### src/design/sdple_pkg.sv
package sdple_pkg;

	localparam int unsigned MAX_ELEMENT_INDEX = 63;
	localparam int unsigned IDX_W = 6;
	localparam logic [IDX_W-1:0] CNT_LIMIT =
		(MAX_ELEMENT_INDEX > 63) ? IDX_W'(63) : IDX_W'(MAX_ELEMENT_INDEX);

	localparam logic [7:0] CH_NUL = 8'd0;
	localparam logic [7:0] CH_LF  = 8'd10;
	localparam logic [7:0] CH_CR  = 8'd13;
	localparam logic [7:0] CH_SP  = 8'd32;
	localparam logic [7:0] CH_EQ  = 8'd61;

	localparam logic [6:0] DELIM_RESET = 7'd32;

	typedef enum logic [6:0] {
		PH_HEADER   = 7'b0000001,
		PH_AFTER_EQ = 7'b0000010,
		PH_BODY     = 7'b0000100,
		PH_AFTER_CR = 7'b0001000,
		PH_AFTER_LF = 7'b0010000,
		PH_ACCEPTED = 7'b0100000,
		PH_ERROR    = 7'b1000000
	} phase_t;

	typedef enum logic [1:0] {
		ROLE_HEADER  = 2'd0,
		ROLE_ELEMENT = 2'd1,
		ROLE_SEP     = 2'd2
	} role_t;

	typedef enum logic [1:0] {
		ST_BUSY     = 2'd0,
		ST_ACCEPTED = 2'd1,
		ST_ERROR    = 2'd2
	} status_t;

	typedef struct packed {
		logic [7:0]       line_byte;
		logic             line_start;
	} item_t;

	typedef struct packed {
		logic [7:0]       byte_out;
		role_t            byte_role;
		logic             element_start;
		logic [IDX_W-1:0] element_index;
		status_t          line_status;
	} result_t;

endpackage

### src/design/sdple_parse.sv
module sdple_parse (
	input  logic              clk,
	input  logic              arst_n,
	input  logic              cfg_we,
	input  logic [6:0]        cfg_data,
	input  logic              advance,
	input  sdple_pkg::item_t  item,
	output sdple_pkg::result_t result
);

	logic [6:0]                     delim_q;
	sdple_pkg::phase_t              phase_q;
	logic                           in_elem_q;
	logic [sdple_pkg::IDX_W-1:0]    count_q;

	sdple_pkg::phase_t              ph;
	sdple_pkg::phase_t              nph;
	logic                           ie;
	logic                           nie;
	logic [sdple_pkg::IDX_W-1:0]    cnt;
	logic [sdple_pkg::IDX_W-1:0]    ncnt;
	logic                           body;
	logic [7:0]                     b;
	sdple_pkg::role_t               role;
	logic                           start;
	sdple_pkg::status_t             status;

	assign b = item.line_byte;

	always_comb begin
		ph    = item.line_start ? sdple_pkg::PH_HEADER : phase_q;
		ie    = item.line_start ? 1'b0 : in_elem_q;
		cnt   = item.line_start ? '0 : count_q;
		nph   = ph;
		nie   = ie;
		ncnt  = cnt;
		body  = 1'b0;
		role  = sdple_pkg::ROLE_SEP;
		start = 1'b0;

		unique case (ph)
			sdple_pkg::PH_HEADER: begin
				if (b == sdple_pkg::CH_NUL || b == sdple_pkg::CH_LF || b == sdple_pkg::CH_CR) begin
					nph = sdple_pkg::PH_ERROR;
				end else begin
					role = sdple_pkg::ROLE_HEADER;
					start = ~ie;
					nie = 1'b1;
					if (b == sdple_pkg::CH_EQ) begin
						nie = 1'b0;
						nph = sdple_pkg::PH_AFTER_EQ;
					end
				end
			end
			sdple_pkg::PH_AFTER_EQ: begin
				if (b == sdple_pkg::CH_SP) begin
					nph = sdple_pkg::PH_ERROR;
				end else begin
					body = 1'b1;
				end
			end
			sdple_pkg::PH_BODY: begin
				body = 1'b1;
			end
			sdple_pkg::PH_AFTER_CR: begin
				nie = 1'b0;
				if (b == sdple_pkg::CH_LF) begin
					nph = sdple_pkg::PH_AFTER_LF;
				end else if (b == sdple_pkg::CH_NUL) begin
					nph = sdple_pkg::PH_ERROR;
				end else begin
					nph = sdple_pkg::PH_BODY;
				end
			end
			sdple_pkg::PH_AFTER_LF: begin
				nph = (b == sdple_pkg::CH_NUL) ? sdple_pkg::PH_ACCEPTED : sdple_pkg::PH_ERROR;
			end
			sdple_pkg::PH_ACCEPTED: begin
				nph = sdple_pkg::PH_ACCEPTED;
			end
			default: begin
				nph = sdple_pkg::PH_ERROR;
			end
		endcase

		// Line break and end marker win over a delimiter that equals them.
		if (body) begin
			priority if (b == sdple_pkg::CH_CR) begin
				nie = 1'b0;
				nph = sdple_pkg::PH_AFTER_CR;
			end else if (b == sdple_pkg::CH_LF) begin
				nie = 1'b0;
				nph = sdple_pkg::PH_AFTER_LF;
			end else if (b == sdple_pkg::CH_NUL) begin
				nph = sdple_pkg::PH_ERROR;
			end else if (b == {1'b0, delim_q}) begin
				nie = 1'b0;
				nph = sdple_pkg::PH_BODY;
			end else begin
				if (!ie) begin
					start = 1'b1;
					if (cnt < sdple_pkg::CNT_LIMIT) begin
						ncnt = cnt + 1'b1;
					end
					nie = 1'b1;
				end
				role = sdple_pkg::ROLE_ELEMENT;
				nph = sdple_pkg::PH_BODY;
			end
		end

		if (nph == sdple_pkg::PH_ACCEPTED) begin
			status = sdple_pkg::ST_ACCEPTED;
		end else if (nph == sdple_pkg::PH_ERROR) begin
			status = sdple_pkg::ST_ERROR;
		end else begin
			status = sdple_pkg::ST_BUSY;
		end

		result.byte_out      = b;
		result.byte_role     = role;
		result.element_start = start;
		result.element_index = (role == sdple_pkg::ROLE_HEADER) ? '0 : ncnt;
		result.line_status   = status;
	end

	always_ff @(posedge clk or negedge arst_n) begin
		if (!arst_n) begin
			delim_q <= sdple_pkg::DELIM_RESET;
		end else if (cfg_we) begin
			delim_q <= cfg_data;
		end
	end

	always_ff @(posedge clk or negedge arst_n) begin
		if (!arst_n) begin
			phase_q   <= sdple_pkg::PH_HEADER;
			in_elem_q <= 1'b0;
			count_q   <= '0;
		end else if (advance) begin
			phase_q   <= nph;
			in_elem_q <= nie;
			count_q   <= ncnt;
		end
	end

endmodule

### src/design/sdp_line_element_splitter.sv
// Splits a session-description line into a header and delimiter-separated
// elements, one byte per request, and echoes every byte with its role, an
// element-start flag, the element index and the line status. Assert the
// input tuser bit on the first byte of each line; the line must end in LF
// (optionally CR LF) followed by a zero byte. The block takes one byte
// every clock cycle while the output is not stalled; each byte is captured
// in the input register and parsed into the output register, from which its
// result is offered. A stalled output holds its result, and the input stops
// once both registers are full. The delimiter register (space after reset)
// must only be written while the block is idle.
module sdp_line_element_splitter (
	input  logic        clk,
	input  logic        arst_n,
	input  logic        cfg_we,
	input  logic [6:0]  cfg_data,
	input  logic        s_tvalid,
	output logic        s_tready,
	input  logic [7:0]  s_tdata,   // [7:0] line_byte
	input  logic        s_tuser,   // [0] line_start
	output logic        m_tvalid,
	input  logic        m_tready,
	output logic [23:0] m_tdata,   // [7:0] byte_out, [8] element_start,
	                               // [14:9] element_index, [16:15] line_status
	output logic [1:0]  m_tuser    // [1:0] byte_role
);

	sdple_pkg::item_t   item_s1;
	logic               valid_s1;
	sdple_pkg::result_t res;
	sdple_pkg::result_t res_s2;
	logic               valid_s2;
	logic               advance;

	assign advance  = valid_s1 && (!valid_s2 || m_tready);
	assign s_tready = !valid_s1 || advance;

	always_ff @(posedge clk or negedge arst_n) begin
		if (!arst_n) begin
			valid_s1 <= 1'b0;
		end else if (s_tready) begin
			valid_s1 <= s_tvalid;
		end
	end

	always_ff @(posedge clk) begin
		if (s_tready && s_tvalid) begin
			item_s1.line_byte  <= s_tdata;
			item_s1.line_start <= s_tuser;
		end
	end

	sdple_parse u_parse (
		.clk      (clk),
		.arst_n   (arst_n),
		.cfg_we   (cfg_we),
		.cfg_data (cfg_data),
		.advance  (advance),
		.item     (item_s1),
		.result   (res)
	);

	always_ff @(posedge clk or negedge arst_n) begin
		if (!arst_n) begin
			valid_s2 <= 1'b0;
		end else if (!valid_s2 || m_tready) begin
			valid_s2 <= valid_s1;
		end
	end

	always_ff @(posedge clk) begin
		if (advance) begin
			res_s2 <= res;
		end
	end

	assign m_tvalid = valid_s2;
	assign m_tdata  = {7'd0, res_s2.line_status, res_s2.element_index,
		res_s2.element_start, res_s2.byte_out};
	assign m_tuser  = res_s2.byte_role;

endmodule
### config.mk
export PLATFORM = sky130hd
export DESIGN_NAME = sdp_line_element_splitter
export DESIGN_NICKNAME = d
export VERILOG_FILES = /design/src/design/sdple_pkg.sv /design/src/design/sdple_parse.sv /design/src/design/sdp_line_element_splitter.sv
export SDC_FILE = /design/constraint.sdc
export NUM_CORES = 1
export LEC_CHECK = 0
export BUFFER_PORTS_ARGS = -buffer_cell sky130_fd_sc_hd__clkbuf_2
export CELL_PAD_IN_SITES_DETAIL_PLACEMENT = 0
export CELL_PAD_IN_SITES_GLOBAL_PLACEMENT = 1
export CORE_MARGIN = 10
export CORE_UTILIZATION = 43
export CTS_CLUSTER_SIZE = 24
export DETAILED_ROUTE_END_ITERATION = 6
export PLACE_DENSITY = 0.86
export REMOVE_ABC_BUFFERS = 1
export SETUP_SLACK_MARGIN = 0.1
export SYNTH_ARGS = -nofsm -noshare
export SYNTH_HDL_FRONTEND = slang
export SYNTH_SLANG_ARGS = --single-unit
### constraint.sdc
create_clock -name clk -period 2.5 [get_ports clk]
set_input_delay 0.25 -clock clk [delete_from_list [all_inputs] [get_ports clk]]
set_output_delay 0.25 -clock clk [all_outputs]
set_load 0.02 [all_outputs]
=== Word level (Yosys, flattened, before mapping) ===
Cells that the tools add are included.

* $add $sub $neg: 1
* $lt $le $gt $ge: 1
* Equality and inequality tests: 13
* Muxes and demuxes: 46
* Bitwise gates (word level): 1
* Reduce and logical (&&, ||, !) cells: 10

{| class="wikitable"
|+ Operators with widths
! operator !! number
|-
| 2-to-1 mux 7 bit || 9
|-
| 2-to-1 mux 6 bit || 8
|-
| one-hot mux 7 bit (6 select lines) || 1
|-
| 2-to-1 mux 1 bit || 18
|-
| == test 8 x 4 -> 1 bit (second input constant) || 2
|-
| == test 8 x 6 -> 1 bit (second input constant) || 2
|-
| 2-to-1 mux 2 bit || 8
|-
| == test 7 x 6 -> 1 bit (second input constant) || 2
|-
| == test 8 x 7 -> 1 bit || 1
|-
| logical NOT 8 bit || 1
|-
| == test 7 x 1 -> 1 bit (second input constant) || 1
|-
| == test 7 x 2 -> 1 bit (second input constant) || 1
|-
| == test 7 x 3 -> 1 bit (second input constant) || 1
|-
| == test 7 x 4 -> 1 bit (second input constant) || 1
|-
| == test 7 x 5 -> 1 bit (second input constant) || 1
|-
| == test 7 bit (second input constant) || 1
|-
| adder 6 x 1 -> 6 bit (second input constant) || 1
|-
| less-than comparator 6 bit (second input constant) || 1
|-
| logical OR 1 bit || 4
|-
| one-hot mux 1 bit (2 select lines) || 2
|-
| logical AND 1 bit || 2
|-
| logical NOT 1 bit || 2
|-
| logical NOT 2 bit || 1
|-
| inverter 1 bit || 1
|}

* Register bits: 51
* Input port bits: 21
* Logic and storage cells: 85

=== Logic depth before layout (Yosys ltp) ===
* Word-level depth: 11
* Mapped depth: 9

=== Modules after synthesis ===
Synthesis repeated with hierarchy kept, for this count alone.

* Cell total of the unflattened synthesis: 231
* Area, all modules: 2631.3 µm²

{| class="wikitable"
|+ Modules (own cells, without submodules)
! module !! instances !! cells each !! area each (µm²)
|-
| sdple_parse || 1 || 187 || 1630.3
|-
| sdp_line_element_splitter || 1 || 44 || 1001.0
|}

=== Least setup slack after synthesis ===
No wires, ideal clock.

* Path type: reg-to-reg
* Start: reg u_parse.phase_q[4]
* End: reg res_s2 (netlist bit m_tdata[13]) (data pin)
* Setup time: 274 ps
* Arrival time: 1792 ps
* Required time: 2226 ps
* Slack: 434 ps
* Stages on the path, launching flop included: 9
* Period minus slack after synthesis: 2066 ps
* Path through: dfrtp_1 > buf_6 > nor4_2 > nor3b_2 > and4b_1 > buf_6 > nand2_1 > o41ai_1 > a211oi_1

* Word-level cells in the longest chain between the ends: 9
* Elaborated cells on any way between the ends: 13

{| class="wikitable"
|+ Ends and longest elaborated chain
! element !! line !! RTL
|-
| from (decl) || sdple_parse.sv:12 || <nowiki>sdple_pkg::phase_t phase_q;</nowiki>
|-
| from (signal assigned) || sdple_parse.sv:137 || <nowiki>phase_q <= sdple_pkg::PH_HEADER;</nowiki>
|-
| from (signal assigned) || sdple_parse.sv:141 || <nowiki>phase_q <= nph;</nowiki>
|-
| 2-to-1 mux 7 bit (*) || sdple_parse.sv:31 || <nowiki>ph = item.line_start ? sdple_pkg::PH_HEADER : phase_q;</nowiki>
|-
| == test 7 x 1 -> 1 bit || sdple_parse.sv:41 || <nowiki>unique case (ph)</nowiki>
|-
| 2-to-1 mux 2 bit || sdple_parse.sv:41 ||
|-
| 2-to-1 mux 2 bit || sdple_parse.sv:96 || <nowiki>end else if (b == {1'b0, delim_q}) begin</nowiki>
|-
| 2-to-1 mux 2 bit || sdple_parse.sv:94 || <nowiki>end else if (b == sdple_pkg::CH_NUL) begin</nowiki>
|-
| 2-to-1 mux 2 bit || sdple_parse.sv:91 || <nowiki>end else if (b == sdple_pkg::CH_LF) begin</nowiki>
|-
| 2-to-1 mux 2 bit || sdple_parse.sv:88 || <nowiki>priority if (b == sdple_pkg::CH_CR) begin</nowiki>
|-
| 2-to-1 mux 2 bit || sdple_parse.sv:87 || <nowiki>if (body) begin</nowiki>
|-
| logical NOT 2 bit || sdple_parse.sv:123 || <nowiki>result.element_index = (role == sdple_pkg::ROLE_HEADER) ? '0 : ncnt;</nowiki>
|-
| to (signal assigned) || sdp_line_element_splitter.sv:72 || <nowiki>res_s2 <= res;</nowiki>
|-
| to (decl) || sdp_line_element_splitter.sv:30 || <nowiki>sdple_pkg::result_t res_s2;</nowiki>
|}

Mark *: on every way between the ends. The rest lies on a longest branch, timed or not.
A chain may end at the register's enable or synchronous reset.

=== Worst setup path after layout ===
Ends and elaborated chain as after synthesis.

==> results_dict.tcl <==
set metrics [dict create \
    status "finished clean" \
    critPathTopFamily "simple AND/OR/NAND/NOR gates" \
    syn_area_sq_um 2620 \
    place.gp.congestion 0.869 \
    min_from "s_tdata[1]" \
    fin_nets 298 \
    portBuffers 41 \
    max_stage_delay_ns 0.47 \
    die_y_microns 98.1 \
    netlist-cell-type-count 56 \
    syn_avg_cell_area_sq_um 11.5 \
    dpl_cell_area_sq_um 2870 \
    worstPathCellList "nor4_2, nor3b_2, and4b_2, nand2_1, o41ai_2, a211oi_1" \
    tightest_slew_ns 0.654 \
    rsz0062_at_grt "true" \
    path_class "flop to flop" \
    met2_usage_pct 19.6 \
    stdcell_area_sq_um 3010 \
    grt_pass1_vias 1952 \
    num_io_pins 49 \
    clk_pin_slew_worst_paths_ns 0.10 \
    grt_max_degree 29 \
    route.vias.total 1907 \
    finalHoldViolCount 0 \
    design.die.area_sq_um 9620 \
    instances_no_fill 352 \
    root_buffer "clkbuf_8" \
    vias_per_cell 5.42 \
    max-cap-violations 0 \
    power_density_nw_per_um2 627 \
    worstSetupStartpoint "u_parse.phase_q[4]" \
    grt.overflow.total 0 \
    post-route-min-period_ns 2.25 \
    p_leak_nw 1.21 \
    clk_latency_ns 0.31 \
    grt_util_met1_pct 14.3 \
    synthToLayoutAreaGrowth_pct 14.7 \
    finalSetupTns_ns 0 \
    crit_slowest_cell "dfrtp_1" \
    cts_sinks 51 \
    drc 0 \
    synth_edf_count 28 \
    dieWidth_microns 98.1 \
    crit_required_ns 2.55 \
    initial_core_util_pct 44.3 \
    rr_startpoint "u_parse.phase_q[4]" \
    ys.warnings.count 0 \
    ir_worst_vdd_mv 0.393 \
    routed_wl_microns 5630 \
    grt_pass1_wl_microns 9540 \
    synth_top_flop_cell "edfxtp_1" \
    ys_seq_elements 51 \
    dp_cells 340 \
    cts_made_buffers 5 \
    hp-class "input port to flop" \
    drt_first_pass_iters 4 \
    cts_max_path_buffers 2 \
    drive_above_1_share_pct 29.2 \
    timing.fmax_mhz 445 \
    end_kind "flop" \
    start_kind "flop" \
    fp.coreArea_sq_um 5920 \
    crit_fanout 9 \
    yosysSeqAreaShare_pct 54.1 \
    cts_tree "built" \
    fillers 543 \
    critPathArrivalTime_ns 2.30 \
    finalCritPeriodShare_pct 89.9 \
    n_antenna_cell 0 \
    drtAntennaViolNets 0 \
    std_cell_rows 28 \
    setup_violations 0 \
    slew_viol_final 0 \
    slew_headroom_pct 56.4 \
    antenna_found_initial 0 \
    ys_async_sr_fraction_pct 45.1 \
    drt_iter0_drc 142 \
    wl_per_cell_microns 16.0 \
    worstPathBufferInverterCount 0 \
    finalClockSkew_ns 0.00466 \
    cts_htree_levels 2 \
    final_cell_mix "clkbuf_2, edfxtp_1, nand2_1" \
    final_common_cell "clkbuf_2" \
    syn_inst 229 \
    grt_use_met3_pct 3.17 \
    dp_hpwl_microns 4100 \
    top_usage_layer "met2" \
    track_usage_pct 12.0 \
]
## synthesized netlist by cell type, types with 4 or more instances
master     n  area (sq um)
nor2b_1    4          25.0
a31oi_1    4          25.0
xnor2_1    4          35.0
o21ai_0    5          25.0
a21oi_1    8          40.0
nor2_1    18          67.6
nand3_1    5          25.0
buf_4      7          52.6
nand4_1    5          31.3
nand2_1   22          82.6
xor2_1     9          78.8
nor3_1     4          20.0
clkbuf_1   4          15.0
edfxtp_1  28           841
nor4_1     4          25.0
mux2_2     8          90.1
nand2b_1   6          37.5
dfrtp_1   21           526
## final timing paths
path | endpoint | slack (ns) | cells after the start
setup / recovery | m_tdata[13] | 0.25 | 6
hold / removal | item_s1[2] | 0.11 | 1
setup reg to reg | m_tdata[13] | 0.25 | 6
hold reg to reg | m_tvalid | 0.50 | 1
max in group asynchronous | u_parse.count_q[1] | 1.58 | 2
min in group asynchronous | u_parse.count_q[4] | 0.50 | 2
## routing by layer
| metal | part of all wire (%) | vias to the layer above |
|---|---|---|
| met3 | 5.3 | 4 |
| met2 | 49 | 51 |
| met1 | 45 | 920 |
| li1 | - | 932 |
| met4 | 0.89 | 0 |
| met5 | 0 | - |
## worst reg2reg max path, delay by kind of cell, from the launching register on
family,cells,cell delay (ns)
flip-flops,1,0.47
AO/OA/AOI/OAI,2,0.43
AND/OR/NAND/NOR,4,1.09
## logic make-up after synthesis
group | Yosys count | synth area share, %
other cells | 1 | 0.143
xor+xnor | 13 | 4.34
flops | 51 | 54.1
compound gates | 42 | 11.7
fa+ha+maj | 1 | 0.477
buf+inv | 20 | 4.82
simple gates | 92 | 20.6
mux | 9 | 3.82
## sequential cells by signal, summed over array words and instances (netlist names)
| register | flops |
|---|---|
| m_tdata | 17 |
| item_s1 | 9 |
| u_parse.delim_q | 7 |
| u_parse.phase_q | 7 |
| u_parse.count_q | 6 |
| m_tuser | 2 |
| m_tvalid | 1 |
| u_parse.in_elem_q | 1 |
| valid_s1 | 1 |
## through the flow
step                hold slack, ns  power, W  util, %  setup WS [ns]
finish                       0.111   0.00189     50.8          0.253
floorplan                  -0.0456   0.00128        -          0.402
global route                0.0906   0.00200     50.8         0.0569
detailed placement           0.308   0.00140     48.5          0.173
CTS                          0.101   0.00190     50.3          0.167
global placement             0.305   0.00139     48.5          0.237
## what timing repair did
| item | CTS | global route |
|---|---|---|
| hold buffers | 1 | 0 |
| setup buffers | 0 | 3 |
| resized for setup | 0 | 3 |
| endpoints found under the setup margin | 0 | 14 |
| endpoints found under the hold margin | 21 | 0 |
## power breakdown
group	total, W	switching (W)	internal (W)	leakage (nW)
clock network	0.000499	0.000291	0.000208	0.0467
registers	0.00106	0.0000786	0.000977	0.559
logic	0.000331	0.000192	0.000139	0.608
## layout make-up
type	instances	area, sq um	area share, %
Sequential cell	51	1420	47.2
Multi-Input combinational cell	164	1110	36.9
Timing Repair Buffer	50	275	9.15
Tap cell	75	93.8	3.12
Clock buffer	5	68.8	2.29
Clock inverter	3	27.5	0.915
Inverter	4	15.0	0.499
No activity file was read; power rests on OpenSTA's default activity.
